==> config.mk <==
export PLATFORM = sky130hd
export DESIGN_NAME = priority_mutex_task_arbiter_top
export DESIGN_NICKNAME = d
export VERILOG_FILES = /design/src/rtl/pmta_pkg.sv /design/src/rtl/priority_mutex_task_arbiter_top.sv /design/src/rtl/pmta_block_check.sv
export SDC_FILE = /design/constraint.sdc
export NUM_CORES = 1
export LEC_CHECK = 0
export BUFFER_PORTS_ARGS = -buffer_cell sky130_fd_sc_hd__buf_2
export CAP_MARGIN = 30
export CORE_MARGIN = 1.5
export CORE_UTILIZATION = 45
export DETAILED_ROUTE_END_ITERATION = 8
export PLACE_DENSITY = 0.74
export SLEW_MARGIN = 20
export SYNTH_ARGS = -nofsm -noshare
export SYNTH_HDL_FRONTEND = slang
export SYNTH_SLANG_ARGS = --single-unit
==> constraint.sdc <==
create_clock -name clk -period 10.9 [get_ports clk]
set_input_delay 1.09 -clock clk [delete_from_list [all_inputs] [get_ports clk]]
set_output_delay 1.09 -clock clk [all_outputs]
set_load 0.005 [all_outputs]
==> src/rtl/pmta_pkg.sv <==
// ----------------------------------------------------------------------------
// Priority/mutex task arbiter package
// Shared widths, defaults and operation codes for the task arbiter.
// ----------------------------------------------------------------------------
package pmta_pkg;

    localparam int DEF_MAX_TASKS   = 8;
    localparam int DEF_MUTEX_WIDTH = 8;

    localparam int RANK_W  = 8;
    localparam int MASK_W  = 8;
    localparam int INMTX_W = 8;
    localparam int TOTAL_W = 4;

    localparam logic OP_ADD  = 1'b0;
    localparam logic OP_TICK = 1'b1;

endpackage

==> src/rtl/priority_mutex_task_arbiter_top.sv <==
// ----------------------------------------------------------------------------
// Priority/mutex task arbiter
// Holds a task table and runs scheduling ticks over it, one task per cycle.
// ----------------------------------------------------------------------------
// An item is taken when start is high and busy is low. An add item finishes
// at the edge that takes it, and its result appears with done in the next
// cycle. A tick item walks the held tasks in insertion order, one task per
// cycle through a single blocking-check unit, so busy stays high while the
// walk runs (never for an empty table) and done follows in the cycle after
// the walk. The result is shown for exactly one cycle while
// done is high and cannot be held off; a new item may be given in that cycle.
module priority_mutex_task_arbiter_top #(
    parameter int MAX_TASKS   = pmta_pkg::DEF_MAX_TASKS,
    parameter int MUTEX_WIDTH = pmta_pkg::DEF_MUTEX_WIDTH
) (
    input  logic                          clk,
    input  logic                          rst_n,
    input  logic                          start,
    output logic                          busy,
    input  logic                          operation,
    input  logic [pmta_pkg::RANK_W-1:0]   priority_req,
    input  logic [pmta_pkg::INMTX_W-1:0]  mutex_bits,
    input  logic                          interruptible,
    input  logic [pmta_pkg::MASK_W-1:0]   want_start_mask,
    input  logic [pmta_pkg::MASK_W-1:0]   want_continue_mask,
    output logic                          done,
    output logic [pmta_pkg::MASK_W-1:0]   executing_mask,
    output logic [pmta_pkg::MASK_W-1:0]   started_mask,
    output logic [pmta_pkg::MASK_W-1:0]   stopped_mask,
    output logic                          table_full,
    output logic [pmta_pkg::TOTAL_W-1:0]  task_total
);
    import pmta_pkg::*;

    localparam int IDX_W = $clog2(MAX_TASKS);
    localparam int CNT_W = $clog2(MAX_TASKS + 1);

    localparam logic S_IDLE = 1'b0;
    localparam logic S_WALK = 1'b1;

    logic                                 state_reg, state_next;
    logic [IDX_W-1:0]                     idx_reg, idx_next;
    logic [CNT_W-1:0]                     count_reg, count_next;
    logic [MAX_TASKS-1:0]                 run_reg, run_next;
    logic [MAX_TASKS-1:0]                 started_reg, started_next;
    logic [MAX_TASKS-1:0]                 stopped_reg, stopped_next;
    logic [MAX_TASKS-1:0]                 want_reg, want_next;
    logic [MAX_TASKS-1:0]                 cont_reg, cont_next;
    logic                                 full_reg, full_next;
    logic                                 done_reg, done_next;

    logic [MAX_TASKS-1:0][RANK_W-1:0]     rank_reg;
    logic [MAX_TASKS-1:0][MUTEX_WIDTH-1:0] mutex_reg;
    logic [MAX_TASKS-1:0]                 preempt_reg;

    logic                                 accept;
    logic                                 is_full;
    logic                                 add_ok;
    logic                                 allowed;
    logic                                 last;
    logic                                 cur_run;
    logic                                 cur_stop;
    logic                                 cur_start;
    logic [MAX_TASKS-1:0]                 cur_bit;

    logic [MUTEX_WIDTH+INMTX_W-1:0]       mutex_wide;
    logic [MAX_TASKS+MASK_W-1:0]          want_wide;
    logic [MAX_TASKS+MASK_W-1:0]          cont_wide;
    logic [MASK_W+MAX_TASKS-1:0]          exec_wide;
    logic [MASK_W+MAX_TASKS-1:0]          start_wide;
    logic [MASK_W+MAX_TASKS-1:0]          stop_wide;
    logic [TOTAL_W+CNT_W-1:0]             total_wide;

    assign accept  = start && (state_reg == S_IDLE);
    assign is_full = (count_reg == CNT_W'(MAX_TASKS));
    assign add_ok  = accept && (operation == OP_ADD) && !is_full;

    assign mutex_wide = {{MUTEX_WIDTH{1'b0}}, mutex_bits};
    assign want_wide  = {{MAX_TASKS{1'b0}}, want_start_mask};
    assign cont_wide  = {{MAX_TASKS{1'b0}}, want_continue_mask};

    pmta_block_check #(
        .MAX_TASKS   (MAX_TASKS),
        .MUTEX_WIDTH (MUTEX_WIDTH),
        .IDX_W       (IDX_W)
    ) u_check (
        .cand_idx    (idx_reg),
        .rank_all    (rank_reg),
        .mutex_all   (mutex_reg),
        .preempt_all (preempt_reg),
        .run_set     (run_reg),
        .allowed     (allowed)
    );

    assign cur_bit   = MAX_TASKS'(1) << idx_reg;
    assign cur_run   = run_reg[idx_reg];
    assign cur_stop  = cur_run && (!allowed || !cont_reg[idx_reg]);
    assign cur_start = (!cur_run || cur_stop) && allowed && want_reg[idx_reg];
    assign last      = ((CNT_W'(idx_reg) + CNT_W'(1)) == count_reg);

    always_comb
    begin
        state_next   = state_reg;
        idx_next     = idx_reg;
        count_next   = count_reg;
        run_next     = run_reg;
        started_next = started_reg;
        stopped_next = stopped_reg;
        want_next    = want_reg;
        cont_next    = cont_reg;
        full_next    = full_reg;
        done_next    = 1'b0;

        unique case (state_reg)
            S_IDLE:
            begin
                if (accept)
                begin
                    started_next = '0;
                    stopped_next = '0;
                    if (operation == OP_ADD)
                    begin
                        full_next = is_full;
                        done_next = 1'b1;
                        if (!is_full)
                        begin
                            count_next = count_reg + CNT_W'(1);
                        end
                    end
                    else
                    begin
                        full_next = 1'b0;
                        want_next = want_wide[MAX_TASKS-1:0];
                        cont_next = cont_wide[MAX_TASKS-1:0];
                        idx_next  = '0;
                        if (count_reg == '0)
                        begin
                            done_next = 1'b1;
                        end
                        else
                        begin
                            state_next = S_WALK;
                        end
                    end
                end
            end
            S_WALK:
            begin
                run_next = run_reg;
                if (cur_stop)
                begin
                    run_next     = run_next & ~cur_bit;
                    stopped_next = stopped_reg | cur_bit;
                end
                if (cur_start)
                begin
                    run_next     = run_next | cur_bit;
                    started_next = started_reg | cur_bit;
                end
                idx_next = idx_reg + IDX_W'(1);
                if (last)
                begin
                    state_next = S_IDLE;
                    done_next  = 1'b1;
                end
            end
            default:
            begin
                state_next = S_IDLE;
            end
        endcase
    end

    always_ff @(posedge clk or negedge rst_n)
    begin
        if (!rst_n)
        begin
            state_reg   <= S_IDLE;
            idx_reg     <= '0;
            count_reg   <= '0;
            run_reg     <= '0;
            started_reg <= '0;
            stopped_reg <= '0;
            want_reg    <= '0;
            cont_reg    <= '0;
            full_reg    <= 1'b0;
            done_reg    <= 1'b0;
        end
        else
        begin
            state_reg   <= state_next;
            idx_reg     <= idx_next;
            count_reg   <= count_next;
            run_reg     <= run_next;
            started_reg <= started_next;
            stopped_reg <= stopped_next;
            want_reg    <= want_next;
            cont_reg    <= cont_next;
            full_reg    <= full_next;
            done_reg    <= done_next;
        end
    end

    always_ff @(posedge clk)
    begin
        if (add_ok)
        begin
            rank_reg[count_reg[IDX_W-1:0]]    <= priority_req;
            mutex_reg[count_reg[IDX_W-1:0]]   <= mutex_wide[MUTEX_WIDTH-1:0];
            preempt_reg[count_reg[IDX_W-1:0]] <= interruptible;
        end
    end

    assign exec_wide  = {{MASK_W{1'b0}}, run_reg};
    assign start_wide = {{MASK_W{1'b0}}, started_reg};
    assign stop_wide  = {{MASK_W{1'b0}}, stopped_reg};
    assign total_wide = {{TOTAL_W{1'b0}}, count_reg};

    assign busy           = (state_reg == S_WALK);
    assign done           = done_reg;
    assign executing_mask = exec_wide[MASK_W-1:0];
    assign started_mask   = start_wide[MASK_W-1:0];
    assign stopped_mask   = stop_wide[MASK_W-1:0];
    assign table_full     = full_reg;
    assign task_total     = total_wide[TOTAL_W-1:0];

endmodule

==> src/rtl/pmta_block_check.sv <==
// ----------------------------------------------------------------------------
// Blocking check
// Tests one candidate task against every executing task of the table.
// ----------------------------------------------------------------------------
module pmta_block_check #(
    parameter int MAX_TASKS   = 8,
    parameter int MUTEX_WIDTH = 8,
    parameter int IDX_W       = 3
) (
    input  logic [IDX_W-1:0]                              cand_idx,
    input  logic [MAX_TASKS-1:0][pmta_pkg::RANK_W-1:0]    rank_all,
    input  logic [MAX_TASKS-1:0][MUTEX_WIDTH-1:0]         mutex_all,
    input  logic [MAX_TASKS-1:0]                          preempt_all,
    input  logic [MAX_TASKS-1:0]                          run_set,
    output logic                                          allowed
);
    import pmta_pkg::*;

    logic [RANK_W-1:0]      cand_rank;
    logic [MUTEX_WIDTH-1:0] cand_mutex;
    logic [MAX_TASKS-1:0]   blk;

    assign cand_rank  = rank_all[cand_idx];
    assign cand_mutex = mutex_all[cand_idx];

    always_comb
    begin
        for (int y = 0; y < MAX_TASKS; y++)
        begin
            if (!run_set[y] || (IDX_W'(y) == cand_idx))
            begin
                blk[y] = 1'b0;
            end
            else if (cand_rank >= rank_all[y])
            begin
                blk[y] = |(cand_mutex & mutex_all[y]);
            end
            else
            begin
                blk[y] = ~preempt_all[y];
            end
        end
    end

    assign allowed = ~|blk;

endmodule
Yosys cells after proc, flatten, opt, wreduce, memory -nomap -nowiden
Cells that the tools add are included.
{ "word_totals": {"ff_bits": 186, "inputBits": 37, "output_inout_bits": 31, "word_cells": 180} }
{ "op_classes": {"addsub": 3, "order_cmp": 11, "n_eq_ne": 13, "shift": 1, "n_mux": 55, "n_bitwise": 24, "reduce_logical": 46} }
{ "op_table": {"columns": ["operator", "n"], "rows": [
  ["64-bit bitwise mux", 2],
  ["8-bit AND", 9],
  ["8-bit two-way mux", 9],
  ["8-bit OR reduction", 9],
  ["8-bit >= comparator", 8],
  ["8-bit binary-select mux with 3-bit select", 2],
  ["8-bit one-hot mux with 2 select lines", 2],
  ["1-bit two-way mux", 29],
  ["8-bit demux with 3-bit select", 1],
  ["8-bit bitwise OR", 3],
  ["3-bit equality test, first input constant", 4],
  ["1-bit logical NOT", 12],
  ["1-bit inverter", 11],
  ["1-bit logical OR", 10],
  ["1-bit binary-select mux with 3-bit select", 3],
  ["8-bit bitwise mux", 1],
  ["3-bit by 4-bit less-than comparator with 1-bit output, second input constant", 2],
  ["8-bit inverter", 1],
  ["2-bit AND reduction", 4],
  ["1-bit by 3-bit left shift with 8-bit output, first input constant", 1],
  ["1-bit logical AND", 7],
  ["2-bit by 3-bit equality test with 1-bit output, first input constant", 2],
  ["3-bit two-way mux", 2],
  ["3-bit one-hot mux with 2 select lines", 1],
  ["15 further kinds", 18]
]} }

Logic depth before layout (Yosys ltp)
Gate-level depths: netlist (run 1).
{ "depth": {"word_depth": 14, "depth_mapped": 21, "mapped_depth_nobuf": 14} }

Modules after synthesis
A second synthesis (run 1) with hierarchy kept.
{ "hier_totals": {"hier_cells": 723, "area_unflattened_um2": 9621.7} }
{ "by_module_without_submodules": {"columns": ["mod", "instances", "cells_each", "area_per_inst_um2", "seq_area_each_um2"], "rows": [
  ["priority_mutex_task_arbiter_top", 1, 334, 6470.0, 5335.1],
  ["pmta_block_check", 1, 389, 3151.8, 0.0]
]} }

Least setup slack after synthesis (run 1)
OpenSTA, ideal clock, no wires.
{ "synth_timing": {"kind": "register to register", "start": "reg idx_reg[0]", "end": "reg with a tool-made name", "setup_ns": 0.129, "t_arrival_ns": 5.534, "required_time_ns": 10.771, "path_slack_ns": 5.237, "path_stages_with_launch": 20, "n_path_buf": 6, "period_less_slack_ns": 5.663, "cell_sequence": "dfrtp_1 -> buf_6 -> buf_6 -> buf_6 -> buf_4 -> buf_1 -> clkbuf_1 -> mux4_2 -> mux2i_1 -> ha_1 -> nand2b_1 -> a21o_1 -> a211o_1 -> a221o_1 -> o211a_1 -> a2111oi_2 -> and4bb_4 -> a21boi_2 -> a31oi_4 -> a21oi_1"} }
{ "synth_lines": {"columns": ["element", "line_no", "source"], "rows": [
  ["start, declared", "priority_mutex_task_arbiter_top.sv:42", "logic [IDX_W-1:0] idx_reg, idx_next;"],
  ["start signal, assigned", "priority_mutex_task_arbiter_top.sv:192", "idx_reg <= idx_next;"]
]} }

Worst setup path after layout (run 1)
{ "layout_timing": {"start": "reg idx_reg[0]", "end": "reg started_reg[4], in the netlist started_mask[4]"} }
{ "layout_via": {"elab_chain_cells": 14, "word_cells_on_any_way": 81, "classes_between": "order compare (8); eq/ne (8); shift (1); mux (28); bitwise (9); reduce/logical (27)"} }
{ "layout_lines": {"columns": ["element", "line_no", "source"], "rows": [
  ["branches (longest 14 deep; another with 8-bit >= comparator)", null, null],
  ["end signal, assigned", "priority_mutex_task_arbiter_top.sv:195", "started_reg <= started_next;"],
  ["end, declared", "priority_mutex_task_arbiter_top.sv:45", "logic [MAX_TASKS-1:0] started_reg, started_next;"]
]} }
Several ways; the timed one is not identified. The select of a mux whose other input is x is not followed.
A chain may end at the register's enable or synchronous reset.

==> summary.md, run 1 <==
| Metric | Value |
|---|---|
| Die ar. | `approximately 22000 um2` |
| Max Cap Viol | `0` |
| Worst relative slew slack | `33.8%` |
| Seq cells post-synth | `186` |
| Clock buffer depth | `2` |
| Number of global-route vias before repair | `between 6000 and 7000` |
| Initial antenna violation count | `0` |
| Setup Skew | `15.1 ps` |
| Share of cells above drive strength 1 | `20.6%` |
| Critical path class | `reg2reg` |
| Most frequent cells in the layout | `edfxtp_1 (136), inv_1 (73), ha_1 (72)` |
| Status | `finished, final reports clean` |
| Setup ws final | `5800 ps` |
| IO Count | `68` |
| Total setup buffers inserted after CTS | `0` |
| Critical path fanouts, max | `52` |
| Antenna-violating nets left | `0` |
| Post-Syn Area | `approximately 9700 um2` |
| Total power | `2.92 mW` |
| Crit. End Element | `register` |
| Worst slew pin tran | `just under 1000 ps` |
| Reg-to-Reg Start | `idx_reg[0]` |
| Worst setup SP type | `register` |
| Largest net degree at the start of global routing | `53` |
| Final instance area | `11000 um2` |
| Worst-Skew Late Latency | `440 ps` |
| Max Freq | `196 MHz` |
| Ant. Diodes | `0` |
| Overall routing resource usage | `22.8%` |
| RSZ-0062 raised after global routing | `no` |
| WL final | `about 25000 um` |
| Vias/cell | `5.96` |
| Global route overflow | `0` |
| First-pass GRT wire length | `37800 um` |
| Count of different cell masters after synthesis | `a little over 60` |
| Clock slew at reported path FFs | `70 ps` |
| CTS Buf Count | `17` |
| Wirelength per Cell | `22.3 um` |
| Routed vias | `6616` |
| Die Span X | `150 um` |
| Post-synth EDFFs | `136` |
| Setup TNS | `0 ps` |
| Fin util | `52.2%` |
| Site row count | `between 50 and 60` |
| Non-Filler Instances | `about 1100` |
| Peak supply drop | `0.134 mV` |
| R2R Path End | `started_mask[4]` |
| Arrival @ worst endpoint | `between 5000 and 6000 ps` |
| Hold_buf cts | `0` |
| Dpl ws | `~5600 ps` |
| # resized after CTS | `0` |
| Yosys Warn Count | `0` |
| Drt pass-1 iters | `5` |
| Setup crit start | `idx_reg[0]` |
| Gate Count Post-Synth | `~740` |
| HP Class | `reg2reg` |
| DRC Markers | `0` |
| Die Y | `around 150 um` |
| Final slew viol count | `0` |
| CTS tree | `built` |
| Clock H-tree levels | `4` |
| CP endpoint | `started_mask[4]` |
| Power density over cell area | `roughly 270 nW/um2` |
| Syn nets | `around 850` |
| Most used DFF post-synth | `edfxtp_1` |
| Setup Viol. Count Final | `0` |
| Minimum clock period | `approximately 5100 ps` |
| Root Driver | `clkbuf_16` |
| Hold Vio Cnt, Final | `0` |
| Port buffer count | `67` |
| Final RePlAce weighted congestion | `0.886` |
| Commonest non-fill, non-tap cell in the layout | `edfxtp_1` |
| Violation count after the first detailed-route iteration | `664` |
| Crit path required time | `roughly 11000 ps` |
| Area grow syn2layout | `13.2%` |
| Register area share after synthesis | `54.9%` |
| R2r worst-path depth | `14` |
| Dpl cell area | `approximately 10000 um2` |
| Hpwl dp | `roughly 18000 um` |
| Avg Inst Size Synth | `13.1 um2` |
| NumNets Final | `931` |
| Leak pwr | `4.62 nW` |
| Post-synth ARST share | `26.9%` |
| Core area | `21100 um2` |
| Inst Count DP | `1074` |
| Clock sinks | `186` |
| Fin Hold WS | `between 400 and 500 ps` |
| R2R setup slack | `roughly 5800 ps` |
| Starting Density | `46.1%` |
| Fin crit share | `a little under half` |
==> worst min path at each step <==
stage	from	endpoint	slack, ps	cells past startpoint
6_report	started_mask[3]	started_mask[3]	490	2
5_1_grt	stopped_mask[6]	stopped_mask[6]	510	1
4_1_cts	started_mask[3]	started_mask[3]	500	2
3_5_place_dp	started_mask[3]	started_mask[3]	480	2
3_3_place_gp	started_mask[3]	started_mask[3]	480	2
2_1_floorplan	cont_reg[2]	cont_reg[2]	470	1
==> Yosys cell counts, types with 3 or more instances <==
library cell / instances / share of area [%]
mux2i_1: 40 / 4.1
nor3_1: 5 / 0.26
a2111o_1: 3 / 0.35
dfrtp_1: 50 / 13
a211oi_1: 6 / 0.46
and2_1: 7 / 0.45
nand4_1: 10 / 0.64
o2111ai_1: 4 / 0.36
a22o_1: 10 / 0.90
and3_1: 8 / 0.51
nor2_1: 25 / 0.97
nand3_1: 7 / 0.36
mux2_2: 17 / 2.0
a221o_1: 4 / 0.41
ha_1: 72 / 9.3
xnor2_1: 4 / 0.36
a222oi_1: 3 / 0.31
a32o_1: 3 / 0.31
buf_1: 6 / 0.23
a211o_1: 5 / 0.45
inv_1: 73 / 2.8
nand2b_1: 12 / 0.77
a22oi_1: 22 / 1.7
mux4_2: 22 / 5.1
nand2_1: 48 / 1.9
o21ai_0: 20 / 1.0
clkbuf_1: 9 / 0.35
o2111a_1: 6 / 0.70
buf_4: 3 / 0.23
a21o_1: 15 / 1.2
buf_6: 4 / 0.46
nor2b_1: 7 / 0.45
a31oi_1: 10 / 0.64
a21oi_1: 29 / 1.5
buf_2: 4 / 0.21
edfxtp_1: 136 / 42
==> cell type report <==
type,instances,area (um2)
clock buffers,19,433
multi-input cells,459,3990
repair buffers,85,468
clock inverters,13,159
well taps,275,344
inverters,73,274
fillers,1775,10100
flip-flops and latches,186,5340
==> critical path, cell delays in order (launching register included) <==
cell and delay [ps]:
dfrtp_4 580, buf_4 730, mux4_2 590, o21ai_0 440
clkbuf_2 270, ha_1 260, nand4_1 100, nor2_1 50
a221o_1 380, o211a_1 240, a2111oi_2 340, and4bb_4 330
and4_1 380, a31oi_1 130, nor2_1 120
==> routing by layer <==
metal  wire length, um  vias to the layer above  global-route usage, %
li1                  -                     2995                      -
met2             11400                      287                   35.1
met4               540                        0                   8.82
met1             11000                     3286                   32.1
met5                 0                        -                      0
met3              1820                       48                   4.15
==> cells by family after synthesis <==
kind of cell / after synthesis / synth area share [%]
flip-flops: 186 / 54.9
AO/OA/AOI/OAI: 160 / 12.4
AND/OR/NAND/NOR: 142 / 7.43
buffers and inverters: 99 / 4.30
multiplexers: 79 / 11.2
adder cells (fa/ha/maj): 72 / 9.27
XOR/XNOR: 6 / 0.541
==> power by group <==
part | switching [mW] | leakage (nW) | internal, mW
clock network | 0.279 | 0.277 | 0.345
logic | 0.792 | 2.48 | 0.572
registers | 0.0816 | 1.87 | 0.852
Power figures use the tool's default switching activity.
==> run 2: changes to the inputs <==
PLACE_DENSITY = 0.77   (was 0.74)
clock period = 4.29 ns   (was 10.9 ns; I/O delays follow)
==> summary.md, run 2 (synthesis gave the netlist of run 1 again) <==
| Metric | Value |
|---|---|
| Die Y | `150 um (unchanged)` |
| Dpl ws | `9.45 ps (was 5630 ps)` |
| Antenna-violating nets left | `0 (unchanged)` |
| Port buffer count | `67 (unchanged)` |
| Hpwl dp | `17000 um (was 17600 um)` |
| Most frequent cells in the layout | `edfxtp_1 (136), inv_1 (74), ha_1 (72) (was edfxtp_1 (136), inv_1 (73), ha_1 (72))` |
| Critical path fanouts, max | `9 (was 52)` |
| Area grow syn2layout | `15.8% (was 13.2%)` |
| Fin crit share | `96.6% (was 46.8%)` |
| Worst-Skew Late Latency | `430 ps (was 440 ps)` |
| IO Count | `68 (unchanged)` |
| Max stage delay on crit path | `450 ps (was 730 ps)` |
| Max Cap Viol | `0 (unchanged)` |
| Setup Viol. Count Final | `0 (unchanged)` |
| Reg-to-Reg Start | `idx_reg[1] (was idx_reg[0])` |
| Routed vias | `6643 (was 6616)` |
| Site row count | `53 (unchanged)` |
| DRC Markers | `0 (unchanged)` |
| Setup Skew | `12.3 ps (was 15.1 ps)` |
| Inst Count DP | `1095 (was 1074)` |
| Violation count after the first detailed-route iteration | `713 (was 664)` |
| Die Span X | `150 um (unchanged)` |
| CTS tree | `built (unchanged)` |
| Max Freq | `241 MHz (was 196 MHz)` |
| Setup crit start | `idx_reg[1] (was idx_reg[0])` |
| Clock buffer depth | `2 (unchanged)` |
| Fin util | `53.4% (was 52.2%)` |
| Fillers | `1706 (was 1775)` |
| HP Class | `in2async (was reg2reg)` |
| Worst slew pin tran | `700 ps (was 968 ps)` |
| WL final | `23400 um (was 24700 um)` |
| CP max-delay cell | `dfrtp_2 (was buf_4)` |
| Commonest non-fill, non-tap cell in the layout | `edfxtp_1 (unchanged)` |
| Bufs and invs on worst path | `2 (unchanged)` |
| Clock slew at reported path FFs | `70 ps (about the same)` |
| Worst setup SP type | `register (unchanged)` |
| Global route overflow | `0 (unchanged)` |
| Crit. End Element | `register (unchanged)` |
| CTS Buf Count | `17 (unchanged)` |
| Clock H-tree levels | `4 (unchanged)` |
| Non-Filler Instances | `1130 (was 1110)` |
| Number of global-route vias before repair | `6684 (was 6588)` |
| Peak supply drop | `0.285 mV (was 0.134 mV)` |
| Share of cells above drive strength 1 | `23.3% (was 20.6%)` |
| Ant. Diodes | `0 (unchanged)` |
| Largest net degree at the start of global routing | `49 (was 53)` |
| Overall routing resource usage | `21.7% (was 22.8%)` |
| Final RePlAce weighted congestion | `0.942 (was 0.886)` |
| Minimum clock period | `4140 ps (was 5100 ps)` |
| Starting Density | `46.1% (unchanged)` |
| Final slew viol count | `0 (unchanged)` |
| Status | `finished, final reports clean (unchanged)` |
| Setup ws final | `147 ps (was 5800 ps)` |
| Initial antenna violation count | `0 (unchanged)` |
| Crit path required time | `4650 ps (was 11260 ps)` |
| Vias/cell | `5.88 (was 5.96)` |
| CP Cell Sequence | `buf_12, buf_4, mux4_2, mux2i_4, ha_1, nand2b_1, a2111o_1, a21oi_1, a211o_1, a31oi_1, a2111oi_2, and4bb_4, a21bo_1, mux2i_1, a21oi_1 (was buf_4, mux4_2, o21ai_0, clkbuf_2, ha_1, nand4_1, nor2_1, a221o_1, o211a_1, a2111oi_2, and4bb_4, and4_1, a31oi_1, nor2_1)` |
| Critical path class | `reg2reg (unchanged)` |
| Die ar. | `22500 um2 (unchanged)` |
| Hold Vio Cnt, Final | `0 (unchanged)` |
| NumNets Final | `951 (was 931)` |
| Worst path top cell family by delay | `compound AO/OA/AOI/OAI gates (unchanged)` |
| Cell mode on critical path | `a21oi_1 (was nor2_1)` |
| Clock sinks | `186 (unchanged)` |
| Core area | `21100 um2 (unchanged)` |
| Drt pass-1 iters | `6 (was 5)` |
| Arrival @ worst endpoint | `4500 ps (was 5470 ps)` |
| Worst relative slew slack | `53.1% (was 33.8%)` |
| Hold_buf cts | `0 (unchanged)` |
| Wirelength per Cell | `20.8 um (was 22.3 um)` |
| Leak pwr | `4.76 nW (was 4.62 nW)` |
| First-pass GRT wire length | `36600 um (was 37800 um)` |
| Root Driver | `clkbuf_16 (unchanged)` |
| Power density over cell area | `676 nW/um2 (was 265 nW/um2)` |
==> run 2: changes by cell type in the layout (fill, tap and decap cells not counted), moves of 2 or more <==
| cell | previous run | this run |
|---|---|---|
| bufinv_16 | 2 | 0 |
| clkinvlp_4 | 4 | 1 |
| inv_6 | 3 | 6 |
| o21ai_0 | 19 | 17 |
| clkbuf_2 | 3 | 0 |
| buf_2 | 70 | 67 |
| buf_4 | 11 | 33 |
| clkbuf_16 | 17 | 19 |
| clkbuf_1 | 2 | 0 |
| inv_8 | 3 | 1 |
| buf_12 | 1 | 3 |
==> run 2: what timing repair did <==
| item | 4_1_cts | 5_1_grt |
|---|---|---|
| setup endpoints to repair | 1 | 18 |
| setup buffers | 2 | 1 |
| cloned | 0 | 0 |
| pin swaps | 0 | 1 |
| resized for setup | 0 | 7 |
==> run 2: cell type report <==
cell class	instances	area [um2]	area share (%)
sequential	186	5340	47.5
multi-input combinational	459	4030	35.8
timing repair buffer	105	682	6.06
clock buffer	20	489	4.35
tap	275	344	3.06
inverter	73	274	2.44
clock inverter	12	95.1	0.845
==> run 2: metal layers <==
layer | track usage [%] | up-vias | share of wire [%]
met3 | 4.91 | 55 | 8.0
met2 | 34.4 | 318 | 46
met4 | 9.12 | 0 | 3.2
met1 | 28.7 | 3233 | 43
met5 | 0 | - | 0
li1 | - | 3037 | -
==> run 2: power breakdown <==
group	internal, mW	switching [mW]	total [mW]
sequential	2.17	0.210	2.38
clock	0.840	0.700	1.54
combinational	1.67	2.03	3.69
total	4.67	2.94	7.61
==> run 2: through the flow <==
stage / instance area, um2 / TNS [ps] / hold slack (ps) / total power, mW
finish: 11300 / 0 / 3.56 / 7.61
global route: 11300 / -351 / 49.9 / 8.06
CTS: 11200 / 0 / 9.86 / 7.52
detailed placement: 10600 / 0 / 478 / 5.94
global placement: 10600 / 0 / 485 / 5.84
floorplan: 9800 / -3770 / 133 / 4.91
==> run 2: path summary, 6_finish.rpt <==
path	to	slack (ps)	cells past startpoint
hold reg to reg	stopped_mask[4]	490	1
max in group asynchronous	idx_reg[0]	3710	2
min in group clk	want_reg[6]	220	2
hold / removal	want_reg[7]	4	1
setup / recovery	register	150	15
setup reg to reg	register	150	15
